### src/rtl/mrtu_pkg.sv
// Shared types, constants and the CRC-16 byte update for the RTU frame builder.
`default_nettype none

package mrtu_pkg;

  localparam int unsigned FrameLen = 8;
  localparam int unsigned CrcBytes = 6;

  localparam logic [15:0] CrcInit = 16'hFFFF;
  localparam logic [15:0] CrcPoly = 16'hA001;

  localparam logic [7:0]  SlaveAddrReset = 8'd1;
  localparam logic [7:0]  FuncCodeReset  = 8'd6;
  localparam logic [15:0] RegAddrReset   = 16'd0;

  // Config register indexes.
  typedef enum logic [1:0] {
    CfgSlaveAddr = 2'd0,
    CfgFuncCode  = 2'd1,
    CfgRegAddr   = 2'd2
  } cfg_idx_t;

  // Item in flight: the six header/payload bytes (next CRC byte on top) and running CRC.
  typedef struct packed {
    logic [CrcBytes*8-1:0] frame;
    logic [15:0]           crc;
  } stage_t;

  // Reflected CRC-16 update over one byte, LSB first.
  function automatic logic [15:0] crc16_update(input logic [15:0] crc_in,
                                               input logic [7:0]  data);
    logic [15:0] c;
    c = crc_in ^ {8'h00, data};
    for (int b = 0; b < 8; b++) begin
      if (c[0]) begin
        c = (c >> 1) ^ CrcPoly;
      end else begin
        c = c >> 1;
      end
    end
    return c;
  endfunction

endpackage

`default_nettype wire

### src/rtl/mrtu_crc_stage.sv
// One CRC pipeline stage: folds the top frame byte into the CRC and rotates the frame.
`default_nettype none

module mrtu_crc_stage (
  input  wire logic            clk,
  input  wire logic            rst,
  input  wire logic            in_valid,
  input  wire mrtu_pkg::stage_t in_data,
  output logic                 in_ready,
  output logic                 out_valid,
  output mrtu_pkg::stage_t     out_data,
  input  wire logic            out_ready
);
  import mrtu_pkg::*;

  logic   valid;
  stage_t data;
  logic   load;

  assign in_ready  = !valid || out_ready;
  assign load      = in_valid && in_ready;
  assign out_valid = valid;
  assign out_data  = data;

  always_ff @(posedge clk) begin
    if (rst) begin
      valid <= 1'b0;
    end else if (in_ready) begin
      valid <= in_valid;
    end
  end

  // Rotating by one byte per stage: after all stages the frame is back in order.
  always_ff @(posedge clk) begin
    if (load) begin
      data.crc   <= crc16_update(in_data.crc, in_data.frame[CrcBytes*8-1 -: 8]);
      data.frame <= {in_data.frame[CrcBytes*8-9:0], in_data.frame[CrcBytes*8-1 -: 8]};
    end
  end

endmodule

`default_nettype wire

### src/rtl/mrtu_serializer.sv
// Byte serializer: shifts out the eight frame bytes, one per cycle, header/payload first, then CRC high, CRC low.
`default_nettype none

module mrtu_serializer (
  input  wire logic             clk,
  input  wire logic             rst,
  input  wire logic             in_valid,
  input  wire mrtu_pkg::stage_t in_data,
  output logic                  in_ready,
  output logic                  strobe,
  output logic [7:0]            frame_byte,
  output logic                  last_byte
);
  import mrtu_pkg::*;

  localparam int unsigned CntW = $clog2(FrameLen);
  localparam logic [CntW-1:0] LastCnt = CntW'(FrameLen - 1);

  logic                  active;
  logic [CntW-1:0]       cnt;
  logic [FrameLen*8-1:0] shreg;
  logic                  at_last;

  assign at_last    = (cnt == LastCnt);
  assign in_ready   = !active || at_last;
  assign strobe     = active;
  assign frame_byte = shreg[FrameLen*8-1 -: 8];
  assign last_byte  = active && at_last;

  always_ff @(posedge clk) begin
    if (rst) begin
      active <= 1'b0;
      cnt    <= '0;
    end else if (in_ready) begin
      active <= in_valid;
      cnt    <= '0;
    end else begin
      cnt    <= cnt + 1'b1;
    end
  end

  always_ff @(posedge clk) begin
    if (in_ready && in_valid) begin
      shreg <= {in_data.frame, in_data.crc[15:8], in_data.crc[7:0]};
    end else if (active) begin
      shreg <= {shreg[FrameLen*8-9:0], 8'h00};
    end
  end

endmodule

`default_nettype wire

### src/rtl/modbus_rtu_write_frame_builder_top.sv
// Top level of the Modbus RTU write-single-register frame builder.
// Path: a transaction accepted on start passes the six CRC stages, then the byte serializer,
//   which sends its eight bytes consecutively.
// Throughput: set by the byte-wide output, which sends one frame at a time; the six
//   CRC stages buffer up to six more frames, so start may be taken back to back.
// Reset: synchronous rst empties the pipeline and loads slave address 1, function code 6,
//   register address 0. The receiver cannot stall; each byte shows for exactly one cycle.
`default_nettype none

module modbus_rtu_write_frame_builder_top (
  input  wire logic        clk,
  input  wire logic        rst,
  // config write port
  input  wire logic        cfg_we,
  input  wire logic [1:0]  cfg_index,
  input  wire logic [15:0] cfg_data,
  // command side
  input  wire logic        start,
  output logic             busy,
  input  wire logic [15:0] register_value,
  // result side
  output logic             strobe,
  output logic [7:0]       frame_byte,
  output logic             last_byte
);
  import mrtu_pkg::*;

  // Config registers. The user is to write them only while idle (not enforced), so frames
  // in flight see stable values; each transaction still captures its own header at entry.
  logic [7:0]  slave_address;
  logic [7:0]  function_code;
  logic [15:0] register_address;

  always_ff @(posedge clk) begin
    if (rst) begin
      slave_address    <= SlaveAddrReset;
      function_code    <= FuncCodeReset;
      register_address <= RegAddrReset;
    end else if (cfg_we) begin
      case (cfg_idx_t'(cfg_index))
        CfgSlaveAddr: slave_address    <= cfg_data[7:0];
        CfgFuncCode:  function_code    <= cfg_data[7:0];
        CfgRegAddr:   register_address <= cfg_data;
        default:      ;  // unused index: write dropped
      endcase
    end
  end

  // Pipeline links: link[0] is the entry, link[CrcBytes] feeds the serializer.
  logic   link_valid [CrcBytes+1];
  logic   link_ready [CrcBytes+1];
  stage_t link_data  [CrcBytes+1];

  // Entry: frame bytes in transmit order, head byte on top, CRC preset.
  assign link_valid[0]      = start;
  assign link_data[0].frame = {slave_address, function_code, register_address,
                               register_value};
  assign link_data[0].crc   = CrcInit;

  // Busy only when the first CRC stage is full and cannot drain this cycle.
  assign busy = !link_ready[0];

  // One CRC stage per header/payload byte; 8 bit steps each.
  for (genvar s = 0; s < CrcBytes; s++) begin : g_crc
    mrtu_crc_stage u_stage (
      .clk       (clk),
      .rst       (rst),
      .in_valid  (link_valid[s]),
      .in_data   (link_data[s]),
      .in_ready  (link_ready[s]),
      .out_valid (link_valid[s+1]),
      .out_data  (link_data[s+1]),
      .out_ready (link_ready[s+1])
    );
  end

  // Serializer takes a new frame when idle or while sending the last byte of the previous.
  mrtu_serializer u_ser (
    .clk        (clk),
    .rst        (rst),
    .in_valid   (link_valid[CrcBytes]),
    .in_data    (link_data[CrcBytes]),
    .in_ready   (link_ready[CrcBytes]),
    .strobe     (strobe),
    .frame_byte (frame_byte),
    .last_byte  (last_byte)
  );

endmodule

`default_nettype wire
### config.mk
export PLATFORM = sky130hd
export DESIGN_NAME = modbus_rtu_write_frame_builder_top
export DESIGN_NICKNAME = d
export VERILOG_FILES = /design/src/rtl/mrtu_pkg.sv /design/src/rtl/mrtu_crc_stage.sv /design/src/rtl/mrtu_serializer.sv /design/src/rtl/modbus_rtu_write_frame_builder_top.sv
export SDC_FILE = /design/constraint.sdc
export NUM_CORES = 1
export LEC_CHECK = 0
export BUFFER_PORTS_ARGS = -buffer_cell sky130_fd_sc_hd__buf_2
export CORE_AREA = 2 2 222 224
export CTS_CLUSTER_DIAMETER = 30
export DETAILED_ROUTE_END_ITERATION = 6
export DIE_AREA = 0 0 224 226
export RECOVER_POWER = 25
export SLEW_MARGIN = 25
export SYNTH_ARGS = -nofsm -noshare
export SYNTH_HDL_FRONTEND = slang
export SYNTH_SLANG_ARGS = --single-unit
### constraint.sdc
create_clock -name clk -period 11.4 [get_ports clk]
set_input_delay 1.14 -clock clk [delete_from_list [all_inputs] [get_ports clk]]
set_output_delay 1.14 -clock clk [all_outputs]
set_load 0.03 [all_outputs]
==> results of run 1 <==
==> synthesized netlist by cell type (all sizes together) <==
master and number:
xnor3 8, nand3b 2, a31oi 1, xnor2 64
ha 2, inv 2, nand2b 1, nor2b 5
a21oi 19, edfxtp 442, clkbuf 13, nand2 33
a21boi 3, mux2 56, dfxtp 42, buf 13
and3b 1, xor2 37, and2 1, and3 10
a211o 3, and4b 1, xor3 3, mux2i 13
nor2 25, nor3b 3, or2 1, nor3 1
==> cell type report <==
cell class | instances | share of cell area
flip-flops and latches | 484 | 0.701
multi-input cells | 293 | 0.128
clock buffers | 77 | 0.0920
well taps | 622 | 0.0387
clock inverters | 47 | 0.0247
repair buffers | 57 | 0.0153
inverters | 2 | 0.000373
==> cells by family after synthesis <==
family | Yosys count | share of synthesized area
AOI/OAI and AO/OA | 26 | 0.00895
muxes | 69 | 0.0454
xor gates and xnor gates | 112 | 0.0707
DFF | 484 | 0.842
adders and majority gates | 2 | 0.00149
buffers and inverters | 28 | 0.00836
and+or+nand+nor | 84 | 0.0234
==> worst register-to-register path, stage by stage (launching register included) <==
cell and delay [ns]:
dfxtp_1 0.35, ha_1 0.18, ha_1 0.21, and4b_1 0.33
and3_1 0.35, and3_1 0.26, nor2b_4 0.40, buf_4 0.54
==> per-stage QoR <==
stage / cells / worst slack [ns] / power (uW) / utilization
after floorplan: 805 / 5.04 / 2160 / -
after global placement: 1458 / 8.17 / 2190 / 0.368
after detailed placement: 1458 / 8.09 / 2200 / 0.368
after CTS: 1582 / 7.47 / 4300 / 0.416
after global routing: 1582 / 7.38 / 4390 / 0.416
final: 1582 / 7.50 / 4250 / 0.416
==> flip-flops by register name, summed over array words and instances (netlist names) <==
name	count
function_code	8
g_crc.u_stage.out_data	378
g_crc.u_stage.out_valid	6
register_address	16
slave_address	8
u_ser.cnt	3
u_ser.shreg	64
u_ser.strobe	1
==> placed cells by master, fill, tap and decap left out, drive strengths merged <==
cell and instances:
ha 2, nor3 1, mux2 56, nand2 33, and4b 1, nand3b 2
nor2b 5, or2 1, nand2b 1, clkinvlp 11, and2 1, clkbuf 77
xor3 3, xor2 37, dfxtp 42, clkinv 19, edfxtp 442, a21oi 19
bufinv 5, inv 14, nor3b 3, and3 10, xnor3 8, mux2i 13
a31oi 1, buf 57, a21boi 3, and3b 1, a211o 3, xnor2 64
nor2 25
==> worst paths after layout <==
path / to / start / slack [ns] / cells past startpoint
max reg2reg: g_crc[0].u_stage.out_data[43] / u_ser.cnt[0] / 8.38 / 7
min: g_crc[3].u_stage.out_data[24] / g_crc[2].u_stage.out_data[16] / 0.40 / 0
max: busy / u_ser.cnt[0] / 7.50 / 6
min reg2reg: g_crc[3].u_stage.out_data[24] / g_crc[2].u_stage.out_data[16] / 0.40 / 0
==> power by group <==
group | internal (uW) | total [uW] | switching, uW
combinational | 70.1 | 139 | 69.3
clock | 1310 | 2090 | 782
sequential | 2000 | 2020 | 20.7
==> routing by layer <==
layer  GRT usage  vias up  part of all wire  wire length [um]
met5           0        -                 0                 0
met4      0.0559        0             0.028               689
li1            -     3258                 -                 -
met2       0.166      140              0.50             12300
met3      0.0222       52             0.044              1080
met1       0.123     3241              0.43             10600
==> results.yml, run 1 <==
placed_design:
  dpl_cell_area_sq_mm: 0.0178
  globalplace.congestion: 0.724
  io_buffers: 48
  hpwl_um: 15400
clock_tree:
  cts.sink_count: 484
  post_cts_buffers: 0
  numCtsBuffers: 70
  cts_root_buf: "clkbuf_16"
  htree_levels: 3
  cts_tree: "yes"
  clk_latency_ns: 0.57
  clk_transition_reported_paths_ns: 0.05
  cts_buffer_depth: 3
  cts_hold_buf: 0
  cts_resized: 0
final_layout:
  insertedDiodeCount: 0
  area_delta_synth_final_pct: 20.1
  multiInputGateArea_sq_mm: 0.00257
  stdcell_area_sq_mm: 0.0201
  seqCellArea_sq_mm: 0.0141
  drive_gt1_frac: 0.261
  fin_nets: 948
  fill_cells: 4147
timing:
  max_freq_mhz: 257
  fin_hold_ws_ns: 0.398
  setup_violations: 0
  final_hold_viol_count: 0
  max_slew_margin: 0.426
  tns_ns: 0
  finalMaxSlewViolations: 0
  clock_skew_ns: 0.0235
  period_share: 0.342
  tightest_slew_ns: 0.860
  fin_crit_ns: 3.90
  rsz0062_at_grt: "no"
global_routing:
  grt_pass1_wl_um: 38400
  grt_max_degree: 65
  grt_util_all_layers: 0.101
  grt_pass1_vias: 6822
  antenna_found_initial: 0
  grt_overflow: 0
yosys:
  synth_area_sq_mm: 0.0168
  synthDominantCellAreaShare: 0.792
  synth_area_leaders: "edfxtp_1 79%, dfxtp_1 5.0%, mux2_2 3.8%"
  ys_seq_elements: 484
  synth_area_per_cell_sq_um: 20.8
  ys_seq_area_frac: 0.842
  ys_warn_count: 0
  syn_nets: 845
  ys_types: 33
  synth_top_cell_by_area: "edfxtp_1"
  syn_inst: 805
setup_path:
  endpoint_kind: "primary output"
  crit_arrival_ns: 2.76
  worstPathCellList: "ha_1, ha_1, and4b_1, and3_1, and3_1, buf_2"
  critical_path_required_ns: 10.26
  slowest_delay_ns: 0.49
  slowest_stage: "and4b_1"
  path_class: "flop to primary output"
  crit_family: "simple AND/OR/NAND/NOR gates"
  crit_buf_inv: 1
  cp_max_fo: 6
  crit_path_start_kind: "flop"
floorplanning:
  rows: 81
  die_h_um: 226
  design.core.area_sq_mm: 0.0483
  die-area_sq_mm: 0.0506
  io_pins: 49
  die_w_um: 224
  initial_utilization: 0.347
routing:
  drt-initial-drc-count: 450
  drcViolationCount: 0
  wl_per_cell_um: 15.6
  dr_total_vias: 6691
  finalWirelength_um: 24700
  ant_nets: 0
  vias_per_cell: 4.23
  detail_route.first_pass.iterations: 4
worst_hold_path:
  hp-class: "flop to flop"
power:
  powerDensity_mw_per_mm2: 211
  p_leak_uw: 0.00688
  peakVddDrop_v: 0.000105
job:
  drv_cap: 0
run_status:
  status: "complete, no violations"
No activity file was read; power rests on OpenSTA's default activity.
==> run 2, diff against run 1 <==
==> constraint.sdc (replaced) <==
create_clock -name clk -period 4 [get_ports clk]
set_input_delay 0.4 -clock clk [delete_from_list [all_inputs] [get_ports clk]]
set_output_delay 0.4 -clock clk [all_outputs]
set_load 0.03 [all_outputs]
==> results.yml, run 2 (synthesized netlist as in run 1, its figures left out) <==
run_status:
  status: "complete, no violations"
placed_design:
  globalplace.congestion: 0.732
  dpl_cell_area_sq_mm: 0.0178
  hpwl_um: 16000
  io_buffers: 48
  dpl_worst_slack_ns: 1.24
global_routing:
  antenna_found_initial: 0
  grt_max_degree: 65
  grt_util_all_layers: 0.103
  grt_pass1_vias: 7053
  grt_pass1_wl_um: 39600
  grt_overflow: 0
setup_path:
  endpoint_kind: "primary output"
  cp_max_fo: 6
  path_class: "flop to primary output"
  crit_arrival_ns: 2.76
  crit_buf_inv: 1
  worstPathCellList: "ha_1, ha_1, and4b_1, and3_1, and3_1, buf_2"
  r2r_start: "u_ser.cnt[0]"
  crit_family: "simple AND/OR/NAND/NOR gates"
  critical_path_required_ns: 3.60
  startpoint: "u_ser.cnt[0]"
  slowest_stage: "and4b_1"
  worst-path-stages: 6
  r2r_end: "g_crc[0].u_stage.out_data[27]"
  crit_path_start_kind: "flop"
  slowest_delay_ns: 0.50
  ff2ff_path_depth: 7
  rrSetupSlack_ns: 1.27
  crit_end: "busy"
worst_hold_path:
  hp-class: "primary input to flop"
routing:
  finalWirelength_um: 25000
  drt-initial-drc-count: 432
  ant_nets: 0
  vias_per_cell: 4.20
  dr_total_vias: 6796
  detail_route.first_pass.iterations: 4
  wl_per_cell_um: 15.4
  drcViolationCount: 0
power:
  power_uw: 13100
  powerDensity_mw_per_mm2: 633
  peakVddDrop_v: 0.000312
  p_leak_uw: 0.00719
timing:
  tightest_slew_ns: 0.838
  final.setup.worst_slack_ns: 0.837
  final_hold_viol_count: 0
  clock_skew_ns: 0.0334
  fin_hold_ws_ns: 0.0293
  period_share: 0.791
  finalMaxSlewViolations: 0
  fin_crit_ns: 3.16
  max_freq_mhz: 316
  max_slew_margin: 0.441
  rsz0062_at_grt: "no"
  setup_violations: 0
  tns_ns: 0
clock_tree:
  cts.sink_count: 484
  cts_root_buf: "clkbuf_16"
  clk_transition_reported_paths_ns: 0.04
  cts_resized: 0
  cts_tree: "yes"
  cts_buffer_depth: 3
  htree_levels: 3
  clk_latency_ns: 0.59
  numCtsBuffers: 80
floorplanning:
  design.core.area_sq_mm: 0.0483
  die-area_sq_mm: 0.0506
  io_pins: 49
  die_w_um: 224
  die_h_um: 226
  rows: 81
  initial_utilization: 0.347
final_layout:
  area_delta_synth_final_pct: 23.7
  layout_commonest_cell: "edfxtp_1"
  stdcell_area_sq_mm: 0.0207
  fin_nets: 972
  layout_common_cells: "442 x edfxtp_1, 83 x clkbuf_16, 59 x xnor2_1, 56 x mux2_2, 47 x buf_2"
  insertedDiodeCount: 0
  largest_reg_flops: 378
  drive_gt1_frac: 0.268
job:
  drv_cap: 0
## run 2: cell count changes in the layout (fill, tap and decap cells not counted), moves of 3 or more
cell / previous run / this run
clkinv_4: 13 / 8
clkinv_1: 1 / 6
clkbuf_1: 3 / 6
clkinvlp_4: 11 / 5
bufinv_16: 5 / 10
clkinv_2: 3 / 7
inv_8: 0 / 4
dlygate4sd3_1: 0 / 13
clkbuf_16: 73 / 83
inv_6: 10 / 13
## run 2: repair_timing
action                                 in CTS  in global routing
endpoints found under the hold margin      13                  0
hold buffers                               13                  0
setup buffers                               0                  0
## run 2: power by group
part	switching, uW	internal, uW
logic	205	210
registers	58.2	5690
clock network	2440	4520
## run 2: per-stage QoR
step            util  std cells
2_1_floorplan      -        805
3_3_place_gp   0.368       1459
3_5_place_dp   0.368       1459
4_1_cts        0.429       1619
5_1_grt        0.429       1619
6_report       0.429       1619
## run 2: worst min path at each step
| stage | to | depth (start not counted) | from |
|---|---|---|---|
| finish | g_crc[0].u_stage.out_data[28] | 1 | register_value[4] |
| floorplan | g_crc[1].u_stage.out_data[1] | 0 | g_crc[0].u_stage.out_data[9] |
| global placement | g_crc[2].u_stage.out_data[50] | 0 | g_crc[1].u_stage.out_data[42] |
| detailed placement | g_crc[1].u_stage.out_data[43] | 0 | g_crc[0].u_stage.out_data[35] |
| global route | g_crc[0].u_stage.out_data[32] | 1 | register_value[8] |
| CTS | g_crc[0].u_stage.out_data[28] | 1 | register_value[4] |
## run 2: final cells by class
cell class | instances | area, sq um
Timing Repair Buffer | 71 | 469
Multi-Input combinational cell | 293 | 2570
Clock inverter | 59 | 709
Tap cell | 622 | 778
Sequential cell | 484 | 14100
Inverter | 2 | 7.51
Fill cell | 4061 | 27600
Clock buffer | 88 | 2100
## run 2: metal layers
| metal | vias up | wire, um | track usage |
|---|---|---|---|
| met5 | - | 0 | 0 |
| met4 | 0 | 586 | 0.0490 |
| met3 | 54 | 1260 | 0.0284 |
| met2 | 149 | 12300 | 0.168 |
| met1 | 3273 | 10900 | 0.127 |
| li1 | 3320 | - | - |
==> run 3, diff against run 2 <==
--- a/config.mk
+++ b/config.mk
@@ -5,11 +5,12 @@
 export SDC_FILE = /design/constraint.sdc
 export NUM_CORES = 1
 export LEC_CHECK = 0
+export ABC_AREA = 1
 export BUFFER_PORTS_ARGS = -buffer_cell sky130_fd_sc_hd__buf_2
-export CORE_AREA = 2 2 222 224
+export CORE_AREA = 2 2 228 230
 export CTS_CLUSTER_DIAMETER = 30
 export DETAILED_ROUTE_END_ITERATION = 6
-export DIE_AREA = 0 0 224 226
+export DIE_AREA = 0 0 230 232
 export RECOVER_POWER = 25
 export SLEW_MARGIN = 25
 export SYNTH_ARGS = -nofsm -noshare
==> constraint.sdc (replaced) <==
create_clock -name clk -period 3.1 [get_ports clk]
set_input_delay 0.31 -clock clk [delete_from_list [all_inputs] [get_ports clk]]
set_output_delay 0.31 -clock clk [all_outputs]
set_load 0.03 [all_outputs]
==> results.yml, run 3 <==
global_routing:
  grt_pass1_vias: 8503
  grt_util_all_layers: 0.108
  grt_pass1_wl_um: 44900
  antenna_found_initial: 0
  met1_usage: 0.131
  grt_max_degree: 65
  met2_usage: 0.183
  grt_overflow: 0
  grt_busiest_layer: "met2"
  grtUsageMet3: 0.0208
power:
  internal_power_uw: 12600
  seqPwrFrac: 0.465
  p_clk_frac: 0.496
  sw_frac_of_total: 0.212
  peakVddDrop_v: 0.000381
  p_leak_uw: 0.00781
  switchingPower_uw: 3380
  powerDensity_mw_per_mm2: 745
  combinationalPowerShare: 0.039
final_layout:
  insertedDiodeCount: 0
  layout_common_cells: "442 x edfxtp_1, 107 x nand2_1, 75 x inv_1, 75 x clkbuf_16, 71 x nor2_1"
  drive_gt1_frac: 0.246
  fill_cells: 4543
  largest_reg_flops: 378
  fin_nets: 1254
  area_delta_synth_final_pct: 22.0
  layout_commonest_cell: "edfxtp_1"
clock_tree:
  cts_buffer_depth: 3
  clk_latency_ns: 0.58
  cts_tree: "yes"
  cts.sink_count: 484
  numCtsBuffers: 71
  htree_levels: 3
  cts_root_buf: "clkbuf_16"
  clk_transition_reported_paths_ns: 0.06
timing:
  finalMaxSlewViolations: 0
  setup_violations: 0
  fin_hold_ws_ns: 0.0296
  clock_skew_ns: 0.0258
  max_slew_margin: 0.380
  max_freq_mhz: 346
  period_share: 0.932
  tns_ns: 0
  tightest_slew_ns: 0.925
  final_hold_viol_count: 0
  fin_crit_ns: 2.89
routing:
  detail_route.first_pass.iterations: 4
  ant_nets: 0
  drcViolationCount: 0
  finalWirelength_um: 27700
  wl_per_cell_um: 14.2
  drt-initial-drc-count: 556
  vias_per_cell: 4.23
  dr_total_vias: 8251
placed_design:
  globalplace.congestion: 0.780
  hpwl_um: 18400
  io_buffers: 48
setup_path:
  endpoint_kind: "primary output"
  crit_arrival_ns: 2.58
  ff2ff_path_depth: 17
  slowest_stage: "dfxtp_1"
  r2r_end: "g_crc[1].u_stage.out_data[23]"
  worstPathCellList: "ha_1, ha_1, nor2_2, inv_2, nor2_1, inv_1, nor2_1, inv_1, nor2_4, inv_2, nor2_4, inv_1, nor2_2, inv_2, nor2_4, buf_4"
  slowest_delay_ns: 0.31
  path_class: "flop to primary output"
  r2r_start: "u_ser.cnt[0]"
  rrSetupSlack_ns: 0.53
  cp_max_fo: 3
  crit_path_start_kind: "flop"
  critical_path_required_ns: 2.79
yosys:
  synth_top_cell_by_area: "edfxtp_1"
  synth_area_sq_mm: 0.0176
  ys_warn_count: 0
  ys_seq_elements: 484
  async_flop_share: 0
  synth_area_leaders: "edfxtp_1 75%, dfxtp_1 4.8%, mux2_2 3.6%"
  synth_area_per_cell_sq_um: 16.4
  syn_inst: 1074
  ys_seq_area_frac: 0.802
  syn_nets: 1114
  synthFlopType: "edfxtp_1"
  ys_types: 26
  ys_top_cells_by_count: "442 x edfxtp_1, 109 x nand2_1, 80 x inv_1, 73 x nor2_1, 66 x nand3_1"
  synth_edf_count: 442
  synthDominantCellAreaShare: 0.754
  synth.most_common_cell: "edfxtp_1"
run_status:
  status: "complete, no violations"
floorplanning:
  die_h_um: 232
  initial_utilization: 0.346
  die-area_sq_mm: 0.0534
  rows: 83
  design.core.area_sq_mm: 0.0509
  die_w_um: 230
  io_pins: 49
worst_hold_path:
  worst_hold_path.num_cells: 3
  hp-class: "primary input to flop"
  hold_path.startpoint: "cfg_data[4]"
  holdPathEnd: "slave_address[4]"
job:
  drv_cap: 0
[run 3: area by class of cell]
type	count	area, sq um	share of cell area
inverters	88	330	0.0154
repair buffers	87	663	0.0309
clock buffers	81	1910	0.0890
multi-input cells	482	3070	0.143
well taps	680	851	0.0396
flip-flops and latches	484	14100	0.658
clock inverters	50	526	0.0245
[run 3: repair_timing]
action / CTS / global route
endpoints found under the setup margin: 0 / 1
setup buffers: 0 / 1
resized for setup: 0 / 4
hold buffers: 27 / 0
endpoints found under the hold margin: 30 / 0
[run 3: routing by layer]
metal  vias up  wire [um]
li1       4115          -
met1      3926      11600
met2       157      14000
met3        53       1150
met4         0        849
met5         -          0
[run 3: cells by family (layout without fill, tap and decap cells)]
| family | Yosys count | after routing | synth area share |
|---|---|---|---|
| and+or+nand+nor | 310 | 310 | 0.0858 |
| AOI/OAI and AO/OA | 36 | 36 | 0.0102 |
| DFF | 484 | 484 | 0.802 |
| muxes | 56 | 56 | 0.0358 |
| buffers and inverters | 108 | 306 | 0.0251 |
| xor gates and xnor gates | 78 | 78 | 0.0393 |
| adders and majority gates | 2 | 2 | 0.00142 |
[run 3: critical path: cells and delay by family, from the launching register on]
| family | cells | cell delay, ns |
|---|---|---|
| flip-flops | 1 | 0.31 |
| AND/OR/NAND/NOR | 7 | 0.71 |
| adder cells (fa/ha/maj) | 2 | 0.42 |
| buffers and inverters | 7 | 0.58 |
[run 3: worst max-delay path by stage]
stage	cells past startpoint	end	start	slack, ns
floorplan	12	g_crc[2].u_stage.out_data[0]	u_ser.cnt[0]	-0.05
global placement	17	g_crc[1].u_stage.out_data[29]	u_ser.cnt[0]	0.45
detailed placement	17	g_crc[1].u_stage.out_data[28]	u_ser.cnt[0]	0.45
CTS	16	busy	u_ser.cnt[0]	0.06
global route	16	busy	u_ser.cnt[0]	-0.02
finish	16	busy	u_ser.cnt[0]	0.21
[run 3: through the flow]
step | area, sq um | power [uW] | setup slack [ns] | util | cells
floorplan | 17600 | 7980 | -0.0478 | - | 1074
global placement | 18700 | 8150 | 0.447 | 0.368 | 1793
detailed placement | 18700 | 8180 | 0.450 | 0.368 | 1793
CTS | 21400 | 16200 | 0.0617 | 0.421 | 1951
global route | 21500 | 16600 | -0.0188 | 0.422 | 1952
finish | 21500 | 16000 | 0.211 | 0.422 | 1952
[run 3: power groups by stage]
stage | logic [uW] | registers, uW | clock network, uW
after global routing | 711 | 7450 | 8410
after floorplan | 444 | 7540 | 0
after detailed placement | 610 | 7570 | 0
after CTS | 640 | 7440 | 8110
after global placement | 592 | 7560 | 0
final | 626 | 7430 | 7920
